[src/rtl/kbed_pkg.sv]
`timescale 1ns / 1ps

package kbed_pkg;

    // width and reset value of the hold threshold register
    localparam int          HOLD_TICKS_W     = 24;
    localparam logic [23:0] HOLD_TICKS_RESET = 24'd2000;

    // event codes
    localparam logic [1:0] EV_CW     = 2'd0;
    localparam logic [1:0] EV_CCW    = 2'd1;
    localparam logic [1:0] EV_PUSHED = 2'd2;
    localparam logic [1:0] EV_HELD   = 2'd3;

    // knob codes, {!a, !b}
    localparam logic [1:0] KNOB_CODE_NONE = 2'b00;
    localparam logic [1:0] KNOB_CODE_B    = 2'b01;
    localparam logic [1:0] KNOB_CODE_A    = 2'b10;
    localparam logic [1:0] KNOB_CODE_BOTH = 2'b11;

    // one sample tick
    typedef struct packed {
        logic knob_a;
        logic knob_b;
        logic button_level;
    } t_in_item;

    // one decoded event
    typedef struct packed {
        logic [1:0] event_code;
        logic       last_event;
    } t_out_item;

    // events of one tick as they travel through the queue
    typedef struct packed {
        logic       two;
        logic [1:0] ev0;
        logic [1:0] ev1;
    } t_bundle;

endpackage

[src/rtl/kbed_front.sv]
`timescale 1ns / 1ps

module kbed_front #(
    parameter int HOLD_COUNT_WIDTH = 24
) (
    input  logic                                i_clk,
    input  logic                                i_rst_n,
    input  logic                                i_cfg_we,
    input  logic [kbed_pkg::HOLD_TICKS_W-1:0]   i_cfg_data,
    input  logic                                i_accept,
    input  kbed_pkg::t_in_item                  i_item,
    output logic                                o_push,
    output kbed_pkg::t_bundle                   o_bundle
);

    localparam int CMP_W = (HOLD_COUNT_WIDTH > kbed_pkg::HOLD_TICKS_W) ?
                           HOLD_COUNT_WIDTH : kbed_pkg::HOLD_TICKS_W;
    localparam logic [HOLD_COUNT_WIDTH-1:0] CNT_MAX = {HOLD_COUNT_WIDTH{1'b1}};

    localparam logic [1:0] KP_IDLE  = 2'd0;
    localparam logic [1:0] KP_FIRST = 2'd1;
    localparam logic [1:0] KP_BOTH  = 2'd2;

    localparam logic [1:0] BP_IDLE  = 2'd0;
    localparam logic [1:0] BP_COUNT = 2'd1;
    localparam logic [1:0] BP_HELD  = 2'd2;

    logic [kbed_pkg::HOLD_TICKS_W-1:0] r_hold_ticks;
    logic [1:0]                        r_knob_phase, n_knob_phase;
    logic [1:0]                        r_first_code, n_first_code;
    logic [1:0]                        r_button_phase, n_button_phase;
    logic [HOLD_COUNT_WIDTH-1:0]       r_held_count, n_held_count;

    logic [1:0]                  code;
    logic                        pressed;
    logic                        knob_ev;
    logic [1:0]                  knob_code;
    logic                        btn_ev;
    logic [1:0]                  btn_code;
    logic [HOLD_COUNT_WIDTH-1:0] cnt_inc;

    assign code    = {~i_item.knob_a, ~i_item.knob_b};
    assign pressed = ~i_item.button_level;
    assign cnt_inc = (r_held_count != CNT_MAX) ?
                     r_held_count + HOLD_COUNT_WIDTH'(1) : r_held_count;

    // knob step decoding
    always_comb begin
        n_knob_phase = r_knob_phase;
        n_first_code = r_first_code;
        knob_ev      = 1'b0;
        knob_code    = kbed_pkg::EV_CCW;
        unique case (r_knob_phase)
            KP_FIRST: begin
                if (code != r_first_code) begin
                    n_knob_phase = (code == kbed_pkg::KNOB_CODE_BOTH) ? KP_BOTH : KP_IDLE;
                end
            end
            KP_BOTH: begin
                if (code != kbed_pkg::KNOB_CODE_BOTH) begin
                    knob_ev = 1'b1;
                    if (code == kbed_pkg::KNOB_CODE_B &&
                        r_first_code == kbed_pkg::KNOB_CODE_A) begin
                        knob_code = kbed_pkg::EV_CW;
                    end
                    n_knob_phase = KP_IDLE;
                end
            end
            default: begin
                if (code != kbed_pkg::KNOB_CODE_NONE) begin
                    n_first_code = code;
                    n_knob_phase = KP_FIRST;
                end else begin
                    n_knob_phase = KP_IDLE;
                end
            end
        endcase
    end

    // button press and hold decoding
    always_comb begin
        n_button_phase = r_button_phase;
        n_held_count   = r_held_count;
        btn_ev         = 1'b0;
        btn_code       = kbed_pkg::EV_PUSHED;
        unique case (r_button_phase)
            BP_COUNT: begin
                if (pressed) begin
                    n_held_count = cnt_inc;
                    if (CMP_W'(cnt_inc) >= CMP_W'(r_hold_ticks)) begin
                        btn_ev         = 1'b1;
                        btn_code       = kbed_pkg::EV_HELD;
                        n_button_phase = BP_HELD;
                    end
                end else begin
                    n_button_phase = BP_IDLE;
                end
            end
            BP_HELD: begin
                if (!pressed) begin
                    n_button_phase = BP_IDLE;
                end
            end
            default: begin
                if (pressed) begin
                    btn_ev         = 1'b1;
                    n_held_count   = '0;
                    n_button_phase = BP_COUNT;
                end else begin
                    n_button_phase = BP_IDLE;
                end
            end
        endcase
    end

    // rotation event first, button event second
    always_comb begin
        o_push       = i_accept & (knob_ev | btn_ev);
        o_bundle.two = knob_ev & btn_ev;
        o_bundle.ev0 = knob_ev ? knob_code : btn_code;
        o_bundle.ev1 = btn_code;
    end

    // decoder state and threshold register
    always_ff @(posedge i_clk) begin
        if (!i_rst_n) begin
            r_hold_ticks   <= kbed_pkg::HOLD_TICKS_RESET;
            r_knob_phase   <= KP_IDLE;
            r_first_code   <= kbed_pkg::KNOB_CODE_NONE;
            r_button_phase <= BP_IDLE;
            r_held_count   <= '0;
        end else begin
            if (i_cfg_we) begin
                r_hold_ticks <= i_cfg_data;
            end
            if (i_accept) begin
                r_knob_phase   <= n_knob_phase;
                r_first_code   <= n_first_code;
                r_button_phase <= n_button_phase;
                r_held_count   <= n_held_count;
            end
        end
    end

    // two events in one tick are always a rotation then a button event
    a_pair_order: assert property (@(posedge i_clk) disable iff (!i_rst_n)
        o_push && o_bundle.two |->
            (o_bundle.ev0 == kbed_pkg::EV_CW || o_bundle.ev0 == kbed_pkg::EV_CCW) &&
            (o_bundle.ev1 == kbed_pkg::EV_PUSHED || o_bundle.ev1 == kbed_pkg::EV_HELD))
        else $error("front: bad event pair");

    // a held event moves the button into the wait for release
    a_held_phase: assert property (@(posedge i_clk) disable iff (!i_rst_n)
        i_accept && btn_ev && btn_code == kbed_pkg::EV_HELD |=> r_button_phase == BP_HELD)
        else $error("front: held without phase change");

    // a press always restarts the hold count
    a_press_clear: assert property (@(posedge i_clk) disable iff (!i_rst_n)
        i_accept && btn_ev && btn_code == kbed_pkg::EV_PUSHED |=> r_held_count == '0)
        else $error("front: hold count not cleared on press");

endmodule

[src/rtl/kbed_queue.sv]
`timescale 1ns / 1ps

module kbed_queue #(
    parameter int QUEUE_DEPTH = 4
) (
    input  logic              i_clk,
    input  logic              i_rst_n,
    input  logic              i_push,
    input  kbed_pkg::t_bundle i_data,
    input  logic              i_pop,
    output logic              o_full,
    output logic              o_empty,
    output kbed_pkg::t_bundle o_head
);

    localparam int PTR_W = $clog2(QUEUE_DEPTH);
    localparam int CNT_W = $clog2(QUEUE_DEPTH + 1);
    localparam logic [PTR_W-1:0] PTR_LAST = PTR_W'(QUEUE_DEPTH - 1);
    localparam logic [CNT_W-1:0] CNT_FULL = CNT_W'(QUEUE_DEPTH);

    kbed_pkg::t_bundle r_mem [QUEUE_DEPTH];
    logic [PTR_W-1:0]  r_wr_ptr, r_rd_ptr;
    logic [CNT_W-1:0]  r_count;

    assign o_full  = (r_count == CNT_FULL);
    assign o_empty = (r_count == '0);
    assign o_head  = r_mem[r_rd_ptr];

    // entry storage
    always_ff @(posedge i_clk) begin
        if (i_push) begin
            r_mem[r_wr_ptr] <= i_data;
        end
    end

    // pointers and fill count
    always_ff @(posedge i_clk) begin
        if (!i_rst_n) begin
            r_wr_ptr <= '0;
            r_rd_ptr <= '0;
            r_count  <= '0;
        end else begin
            if (i_push) begin
                r_wr_ptr <= (r_wr_ptr == PTR_LAST) ? '0 : r_wr_ptr + PTR_W'(1);
            end
            if (i_pop) begin
                r_rd_ptr <= (r_rd_ptr == PTR_LAST) ? '0 : r_rd_ptr + PTR_W'(1);
            end
            if (i_push && !i_pop) begin
                r_count <= r_count + CNT_W'(1);
            end else if (i_pop && !i_push) begin
                r_count <= r_count - CNT_W'(1);
            end
        end
    end

    a_no_overflow: assert property (@(posedge i_clk) disable iff (!i_rst_n)
        !(i_push && o_full))
        else $error("queue: push while full");

    a_no_underflow: assert property (@(posedge i_clk) disable iff (!i_rst_n)
        !(i_pop && o_empty))
        else $error("queue: pop while empty");

    a_count_range: assert property (@(posedge i_clk) disable iff (!i_rst_n)
        r_count <= CNT_FULL)
        else $error("queue: fill count out of range");

endmodule

[src/rtl/kbed_back.sv]
`timescale 1ns / 1ps

module kbed_back (
    input  logic                i_clk,
    input  logic                i_rst_n,
    input  logic                i_empty,
    input  kbed_pkg::t_bundle   i_head,
    output logic                o_pop,
    output logic                o_valid,
    input  logic                i_ready,
    output kbed_pkg::t_out_item o_data
);

    logic                r_valid, n_valid;
    logic                r_sub, n_sub;
    kbed_pkg::t_out_item r_data, n_data;
    logic                load;

    assign load    = !r_valid || i_ready;
    assign o_valid = r_valid;
    assign o_data  = r_data;

    // split the head entry into single events
    always_comb begin
        n_valid = r_valid;
        n_sub   = r_sub;
        n_data  = r_data;
        o_pop   = 1'b0;
        if (load) begin
            if (i_empty) begin
                n_valid = 1'b0;
            end else begin
                n_valid = 1'b1;
                if (i_head.two && !r_sub) begin
                    n_data.event_code = i_head.ev0;
                    n_data.last_event = 1'b0;
                    n_sub             = 1'b1;
                end else begin
                    n_data.event_code = r_sub ? i_head.ev1 : i_head.ev0;
                    n_data.last_event = 1'b1;
                    n_sub             = 1'b0;
                    o_pop             = 1'b1;
                end
            end
        end
    end

    // output register
    always_ff @(posedge i_clk) begin
        if (!i_rst_n) begin
            r_valid <= 1'b0;
            r_sub   <= 1'b0;
        end else begin
            r_valid <= n_valid;
            r_sub   <= n_sub;
        end
    end

    always_ff @(posedge i_clk) begin
        r_data <= n_data;
    end

    // the first half of a pair is on show while its entry stays queued
    a_sub_shown: assert property (@(posedge i_clk) disable iff (!i_rst_n)
        r_sub |-> r_valid && !i_empty && !r_data.last_event)
        else $error("back: pair state without shown event");

    // once the first of a pair is taken the second follows, marked last
    a_pair_follow: assert property (@(posedge i_clk) disable iff (!i_rst_n)
        r_sub && i_ready |=> r_valid && r_data.last_event)
        else $error("back: second event of pair missing");

    // an entry leaves the queue only with its final event
    a_pop_last: assert property (@(posedge i_clk) disable iff (!i_rst_n)
        o_pop |=> r_valid && r_data.last_event)
        else $error("back: entry popped without final event");

endmodule

[src/rtl/knob_and_button_event_decoder_core.sv]
`timescale 1ns / 1ps

// channel   direction  handshake                  payload
// sample    in         i_in_valid / o_in_ready    i_in_data  (t_in_item)
// event     out        o_out_valid / i_out_ready  o_out_data (t_out_item)
// config    in         i_cfg_we                   i_cfg_data (hold_ticks, 24 bits)
//
// one sample transaction is taken per cycle while the queue is not full; its
// events (0 to 2) reach the event port through a QUEUE_DEPTH entry queue
// and an output register, at one event per cycle while i_out_ready is high
// o_in_ready drops only when the queue is full; a tick with two events holds
// its queue entry until its second event is loaded into the output register
// reset is synchronous and active low

module knob_and_button_event_decoder_core #(
    parameter int HOLD_COUNT_WIDTH = 24,
    parameter int QUEUE_DEPTH      = 4
) (
    input  logic                              i_clk,
    input  logic                              i_rst_n,
    input  logic                              i_in_valid,
    output logic                              o_in_ready,
    input  kbed_pkg::t_in_item                i_in_data,
    output logic                              o_out_valid,
    input  logic                              i_out_ready,
    output kbed_pkg::t_out_item               o_out_data,
    input  logic                              i_cfg_we,
    input  logic [kbed_pkg::HOLD_TICKS_W-1:0] i_cfg_data
);

    logic              accept;
    logic              push;
    logic              pop;
    logic              full;
    logic              empty;
    kbed_pkg::t_bundle bundle;
    kbed_pkg::t_bundle head;

    assign o_in_ready = !full;
    assign accept     = i_in_valid && !full;

    // sample decode
    kbed_front #(
        .HOLD_COUNT_WIDTH (HOLD_COUNT_WIDTH)
    ) u_front (
        .i_clk      (i_clk),
        .i_rst_n    (i_rst_n),
        .i_cfg_we   (i_cfg_we),
        .i_cfg_data (i_cfg_data),
        .i_accept   (accept),
        .i_item     (i_in_data),
        .o_push     (push),
        .o_bundle   (bundle)
    );

    // event queue
    kbed_queue #(
        .QUEUE_DEPTH (QUEUE_DEPTH)
    ) u_queue (
        .i_clk   (i_clk),
        .i_rst_n (i_rst_n),
        .i_push  (push),
        .i_data  (bundle),
        .i_pop   (pop),
        .o_full  (full),
        .o_empty (empty),
        .o_head  (head)
    );

    // event output
    kbed_back u_back (
        .i_clk   (i_clk),
        .i_rst_n (i_rst_n),
        .i_empty (empty),
        .i_head  (head),
        .o_pop   (pop),
        .o_valid (o_out_valid),
        .i_ready (i_out_ready),
        .o_data  (o_out_data)
    );

endmodule
[config.mk]
export PLATFORM = sky130hd
export DESIGN_NAME = knob_and_button_event_decoder_core
export DESIGN_NICKNAME = d
export VERILOG_FILES = /design/src/rtl/kbed_pkg.sv /design/src/rtl/kbed_front.sv /design/src/rtl/kbed_queue.sv /design/src/rtl/kbed_back.sv /design/src/rtl/knob_and_button_event_decoder_core.sv
export SDC_FILE = /design/constraint.sdc
export NUM_CORES = 1
export LEC_CHECK = 0
export BUFFER_PORTS_ARGS = -buffer_cell sky130_fd_sc_hd__buf_2
export CELL_PAD_IN_SITES_DETAIL_PLACEMENT = 0
export CELL_PAD_IN_SITES_GLOBAL_PLACEMENT = 1
export CORE_MARGIN = 2
export CORE_UTILIZATION = 40
export CTS_BUF_LIST = sky130_fd_sc_hd__clkbuf_16
export CTS_CLUSTER_SIZE = 16
export DETAILED_ROUTE_END_ITERATION = 12
export PLACE_DENSITY = 0.72
export SLEW_MARGIN = 10
export SYNTH_ARGS = -nofsm -noshare
export SYNTH_HDL_FRONTEND = slang
export SYNTH_SLANG_ARGS = --single-unit
export TNS_END_PERCENT = 5
[constraint.sdc]
create_clock -name i_clk -period 12.9 [get_ports i_clk]
set_clock_uncertainty 0.2 [all_clocks]
set_input_delay 2.58 -clock i_clk [delete_from_list [all_inputs] [get_ports i_clk]]
set_output_delay 2.58 -clock i_clk [all_outputs]
set_load 0.02 [all_outputs]
After elaboration in Yosys (flattened, before gate mapping) --
Memory sizes are Yosys's and may differ from the RTL's. A register that Yosys moved wholly into a read port is not among the register bits. Cells that the tools add are included.
Word-level totals: register bits after elaboration 66, bits in writable memories 20, input port bits 32, memories kept 1, output and inout bits 5, word-level logic and storage cells 107
Memories:
- u_queue.r_mem | depth 4, bits a word 5, rd ports 1, clocked after memory_dff 1, write ports 1, line kbed_queue.sv:21 | kbed_pkg::t_bundle r_mem [QUEUE_DEPTH];
Operators by class: $lt $le $gt $ge 1, add/subtract/negate cells 5, reduce and logical (&&, ||, !) cells 20, eq/ne operators 17, bitwise gates (word level) 9, mux-type cells 42
Operators with widths (count):
- 24-bit two-way mux | 3
- 24-bit case mux with 2 select lines | 1
- 2-bit two-way mux | 16
- 24-bit by 1-bit adder with 24-bit output (second input constant) | 1
- 24-bit >= comparator | 1
- 24-bit inequality test (second input constant) | 1
- 1-bit two-way mux | 16
- 2-bit == test (second input constant) | 6
- 3-bit AND reduction | 4
- 3-bit two-way mux | 3
- 2-bit case mux with 2 select lines | 2
- 2-bit by 1-bit == test with 1-bit output (second input constant) | 3
- 1-bit inverter | 6
- 1-bit logical AND | 5
- 1-bit logical NOT | 5
- 2-bit by 1-bit adder with 2-bit output (second input constant) | 2
- 2-bit by 1-bit inequality test with 1-bit output (second input constant) | 2
- 2-bit inequality test (second input constant) | 2
- 2-bit nonzero test | 2
- 3-bit by 1-bit adder with 3-bit output (second input constant) | 1
- 3-bit == test (second input constant) | 1
- 3-bit logical NOT | 1
- 3-bit by 2-bit inequality test with 1-bit output (second input constant) | 1
- 3-bit by 1-bit subtractor with 3-bit output (second input constant) | 1
- 7 further kinds | 8

Longest topological paths before layout --
depth in word-level cells 12, gate-level depth with buffers 20, gate-level depth less buffers 17

Modules after synthesis --
Synthesis repeated with hierarchy kept, for this count alone.
Unflattened totals: cell total of the unflattened synthesis 511, area total of the unflattened synthesis 4807.1 µm²
Modules (own cells, without submodules):
- kbed_front | area each 3392.0 µm², cells each 422, times used 1
- kbed_queue | area each 1181.1 µm², cells each 70, times used 1
- kbed_back | area each 224.0 µm², cells each 17, times used 1
- knob_and_button_event_decoder_core | area each 10.0 µm², cells each 2, times used 1

Worst setup path before layout --
No wires, ideal clock.
path kind input to register, from input port i_in_data[1] (netlist name), to register u_queue.r_count[2], data arrival time 4716 ps, cell stages on the path 12, library setup time 71 ps, path slack 7914 ps, cells stage by stage buf_2 -> o21ai_1 -> nand2_1 -> or2_0 -> o221a_2 -> buf_4 -> ha_1 -> inv_1 -> fa_1 -> xor2_1 -> or3_1 -> a21oi_1
On the way: longest elaborated chain between the ends 9
RTL lines:
- from (decl) | line knob_and_button_event_decoder_core.sv:23 | input kbed_pkg::t_in_item i_in_data,
- 1-bit inverter (*) | line kbed_front.sv:42 | assign code = {~i_item.knob_a, ~i_item.knob_b};
- 2-bit inequality test (*) | line kbed_front.sv:60 | if (code != kbed_pkg::KNOB_CODE_BOTH) begin
- 1-bit two-way mux (*) | line kbed_front.sv:60
- 1-bit two-way mux (*) | line kbed_front.sv:53 | unique case (r_knob_phase)
- 1-bit OR (*) | line kbed_front.sv:118 | o_push = i_accept & (knob_ev | btn_ev);
- 1-bit bitwise AND (*) | line kbed_front.sv:118
- via push | line knob_and_button_event_decoder_core.sv:32 | logic push;
- 1-bit logical NOT | line kbed_queue.sv:51 | end else if (i_pop && !i_push) begin
- 1-bit logical AND | line kbed_queue.sv:51
- 2-bit nonzero test (no source line)
- to (signal assigned) | line kbed_queue.sv:50 | r_count <= r_count + CNT_W'(1);
- to (signal assigned) | line kbed_queue.sv:52 | r_count <= r_count - CNT_W'(1);
- to (decl) | line kbed_queue.sv:23 | logic [CNT_W-1:0] r_count;
The timed path passes the listed nets; every way through them passes the cells marked *. A chain may end at the register's enable or synchronous reset.

Worst setup path in the final report --
from register u_front.r_held_count[16], to register u_queue.r_count[2]
On the way: longest elaborated chain between the ends 11
RTL lines:
- from (decl) | line kbed_front.sv:32 | logic [HOLD_COUNT_WIDTH-1:0] r_held_count, n_held_count;
- from (signal assigned) | line kbed_front.sv:140 | r_held_count <= n_held_count;
- 24-bit by 1-bit adder with 24-bit output / 24-bit inequality test (equally long branches) | line kbed_front.sv:45, kbed_front.sv:44
- 24-bit two-way mux (*) | line kbed_front.sv:44 | assign cnt_inc = (r_held_count != CNT_MAX) ?
- 24-bit >= comparator (*) | line kbed_front.sv:90 | if (CMP_W'(cnt_inc) >= CMP_W'(r_hold_ticks)) begin
- 1-bit two-way mux (*) | line kbed_front.sv:90
- 1-bit two-way mux (*) | line kbed_front.sv:88 | if (pressed) begin
- 1-bit case mux with 2 select lines (*) | line kbed_front.sv:86 | unique case (r_button_phase)
- 1-bit OR (*) | line kbed_front.sv:118
- 1-bit bitwise AND (*) | line kbed_front.sv:118
- 1-bit logical NOT | line kbed_queue.sv:51
- 1-bit logical AND | line kbed_queue.sv:51
- 2-bit nonzero test (no source line)
Mark *: on every way between the ends. The rest lies on a longest branch, timed or not.

==> summary.md <==
| Metric | Value |
|---|---|
| Status | finished, final reports clean |
| Area of the core | 0.01142 sq mm |
| Highest clock rate | 194.6 MHz |
| Setup TNS | 0 ps |
| Antenna Nets Post-Route | 0 |
| Mapped cell area | 0.004692 sq mm |
| Initial Util | between 40% and 50% |
| Worst reg-to-reg setup slack | just under 8000 ps |
| Drt first pass iters | 4 |
| Sw power | 0.1930 mW |
| Final Cycle Share | approximately 40% |
| First-pass GRT wire length | roughly 17 mm |
| CTS Sinks | 84 |
| Worst vdd ir | 85.84 uV |
| RSZ-0062 raised after global routing | no |
| Critical path's top delay family | simple AND/OR/NAND/NOR gates |
| Die area | 0.01261 sq mm |
| Crit. Startpoint | u_front.r_held_count[16] |
| Mapped Avg Cell Area | between 9 and 10 sq um |
| Worst skew pair latency | roughly 350 ps |
| Synth top area cells | dfxtp_1, edfxtp_1, ha_1, mux2i_1, nand2_1 |
| DR iter-0 viols | between 200 and 250 |
| Root buf cell | clkbuf_16 |
| PostCTS Resize Cnt | 0 |
| Post-Syn Nets | 560 |
| CTS tree | yes |
| Layout area overhead | 11.79% |
| Yosys cell types | 66 |
| Cts hold-fix bufs | 0 |
| Crit path time final | between 5000 and 6000 ps |
| Total gr overflow | 0 |
| TritonCTS buffer count | 9 |
| Yosys top cell area share | 27.73% |
| Die height | approximately 110 um |
| Post-synth ARST share | 0% |
| Pint | roughly 0.5 mW |
| Max-cap violations | 0 |
| Worst hold path class | flop to flop |
| Relative slew slack | 35.71% |
| GRT Util Overall | 17.01% |
| Site Rows | 39 |
| Initial antenna violation count | 0 |
| Sequential share of power | about 45% |
| Slowest cell on crit path | dfxtp_1 |
| WP buf/inv | 1 |
| Cell count after synthesis | 492 |
| Cell area power density | 132.5 mW/mm^2 |
| Setup crit start kind | flop |
| Leak pwr | 2.223 nW |
| Clk pwr share | between 30 and 40% |
| CP peak stage delay | around 460 ps |
| Clock Pin Slew Worst Setup and Hold Paths | 70 ps |
| CP Class | flop to flop |
| Crit-path cells | and4_2 -> and3_1 -> nand3_1 -> and3_1 -> xor2_1 -> ha_1 -> nand2_1 -> o31ai_1 -> nand3_1 -> o211ai_1 -> o221a_2 -> ha_1 -> inv_1 -> fa_1 -> xor2_1 -> or3_1 -> a21oi_1 |
| M1 GR Usage | 22.21% |
| Share of layout cells above drive strength 1 | between 10% and 20% |
| H-tree depth | 3 |
| DR vias/cell | 5.303 |
| Total power | 0.6949 mW |
| Residual DRC | 0 |
| Final net count | 589 |
| Port buffer count | 36 |
| Yosys top cell by area | dfxtp_1 |
| Placed cell areas | 0.004946 sq mm |
| CP Data Required Time | 12,970 ps |
| Post-CTS Setup Inserts | 0 |
| WL per Instance | about 15 um |
| Maximum clock path buffer count | 2 |
| Met2 Usage GRT | 28.15% |
| GPL Wtd Cong | 0.8522 |
| Pin count of the biggest net entering global routing | 34 |
| Global Route met3 Usage | 3.456% |
| Worst Hold Launch | u_front.r_held_count[14] |
| Worst Hold End | u_front.r_held_count[14] |
| Logic gate share of total power | 17.8% |
| Endpoint class of the critical path | flop |
| Final worst setup slack | 7761 ps |
| Switching Share | about 28% |
| Antenna cells | 0 |
| Die W | 112.3 um |
| Crit path DAT | 5210 ps |
| Post-synthesis register bit count | 84 |
| CP Max Fanout | 14 |
| Cell count along the critical path | 17 |
| DP Worst Slack | roughly 7700 ps |
| Vias in the first global route | 3,456 |
| Via count | about 3,500 |
| Worst R2R End | u_queue.r_count[2] |
| # IOs | 37 |
| Drt total wl | 10.07 mm |
| Final hold vios | 0 |
| Layout Cell Area excl Fill | 0.005245 sq mm |
| Register area share after synthesis | 39.89% |
| Hold Path Depth | 1 |
| Most Used Layer, Global Route | met2 |
| Final number of max-transition violations | 0 |
| Number of flops mapped to enable cells by yosys | 19 |
| Least-Margin Pin Slew | a little under 1000 ps |
| Ys Warns | 0 |
| Origin of the critical flop-to-flop path | u_front.r_held_count[16] |
| Synth Flop Type | dfxtp_1 |
| Cell count of the worst reg-to-reg path | 17 |
| DP HPWL | 7.456 mm |
| Final setup vio count | 0 |
-- power by group through the flow --
stage / clock network (mW) / registers [mW] / logic, mW
4_1_cts: 0.265 / 0.311 / 0.125
3_3_place_gp: 0 / 0.316 / 0.122
6_report: 0.260 / 0.311 / 0.124
2_1_floorplan: 0 / 0.319 / 0.0897
3_5_place_dp: 0 / 0.317 / 0.124
5_1_grt: 0.277 / 0.314 / 0.141
-- cell usage after synthesis (all sizes together), types with 2 or more instances --
cell / n
nand2b: 6
or2: 4
a31oi: 12
and4: 4
nand3: 19
nor2: 34
dfxtp: 65
edfxtp: 19
nor3: 5
nor3b: 2
a22o: 3
o21ai: 18
a211oi: 3
a311oi: 2
a21oi: 31
xnor2: 15
o31ai: 7
mux2: 3
nor4: 3
ha: 35
nand4: 8
a21o: 3
inv: 38
nand2: 46
mux2i: 24
xor2: 11
or3: 4
mux4: 4
o211ai: 7
o221a: 2
and3: 8
nor2b: 2
clkbuf: 6
buf: 14
and2: 9
-- worst max-delay path by stage --
stage | to | slack (ps)
2_1_floorplan | u_queue.r_count[2] | 7910
3_3_place_gp | u_queue.r_count[2] | 7840
3_5_place_dp | u_queue.r_count[2] | 7710
4_1_cts | u_queue.r_count[2] | 7800
5_1_grt | u_queue.r_count[2] | 7360
6_report | u_queue.r_count[2] | 7760
-- final cells by class --
class	count	area (sq um)
timing repair buffer	38	195.2
clock buffer	9	225.2
clock inverter	7	73.82
inverter	39	146.4
fill	1114	6173
sequential	84	1872
tap	143	178.9
multi-input combinational	349	2554
-- kinds of logic (layout without fill, tap and decap cells) --
kind of cell	after synthesis	in the layout	synth area share (%)
flops	84	84	39.89
fa+ha+maj	36	36	9.760
simple gates	160	160	18.83
buf+inv	59	93	5.680
xor+xnor	26	26	5.013
compound gates	96	96	13.07
mux	31	31	7.760
-- registers in the layout (all words and copies together) (netlist names), named ones only --
register and count:
u_back.o_data 3, u_back.o_valid 1, u_back.r_sub 1, u_front.r_button_phase 2, u_front.r_first_code 2, u_front.r_held_count 24, u_front.r_hold_ticks 24, u_front.r_knob_phase 2
u_queue.r_count 3, u_queue.r_mem 16, u_queue.r_rd_ptr 2, u_queue.r_wr_ptr 2
-- metrics by stage --
stage               util [%]  hold slack (ps)  instances
global placement       43.32            254.9        653
detailed placement     43.32            259.2        653
finish                 45.93            264.0        669
CTS                    45.93            269.0        669
global route           45.93            309.7        669
floorplan                  -            238.8        492
-- per-layer routing --
layer | vias to the layer above | routed length, um
met2 | 71 | 4719
li1 | 1810 | -
met3 | 15 | 338
met4 | 0 | 191
met5 | - | 0
met1 | 1652 | 4815
-- cell usage in the layout (no fill, tap or decap), types with 3 or more instances in the layout --
master / netlist / final
a31oi_1: 12 / 12
and3_2: 3 / 3
a21o_1: 3 / 3
or2_2: 3 / 3
nand3_1: 18 / 18
o31ai_1: 7 / 7
xor2_1: 10 / 10
edfxtp_1: 19 / 19
o21ai_0: 15 / 15
mux2i_1: 24 / 24
nand2b_1: 6 / 6
and2_1: 8 / 8
dfxtp_1: 65 / 65
o21ai_1: 3 / 3
xnor2_1: 15 / 15
nand2_1: 46 / 46
clkbuf_16: 0 / 9
buf_2: 6 / 36
and3_1: 5 / 5
o211ai_1: 7 / 7
mux4_2: 4 / 4
nor3_1: 4 / 4
inv_1: 38 / 38
or3_1: 4 / 4
nor2_1: 34 / 34
nand4_1: 6 / 6
a21oi_1: 31 / 31
ha_1: 35 / 35
a211oi_1: 3 / 3
mux2_2: 3 / 3
(Power assumes the default switching activity.)
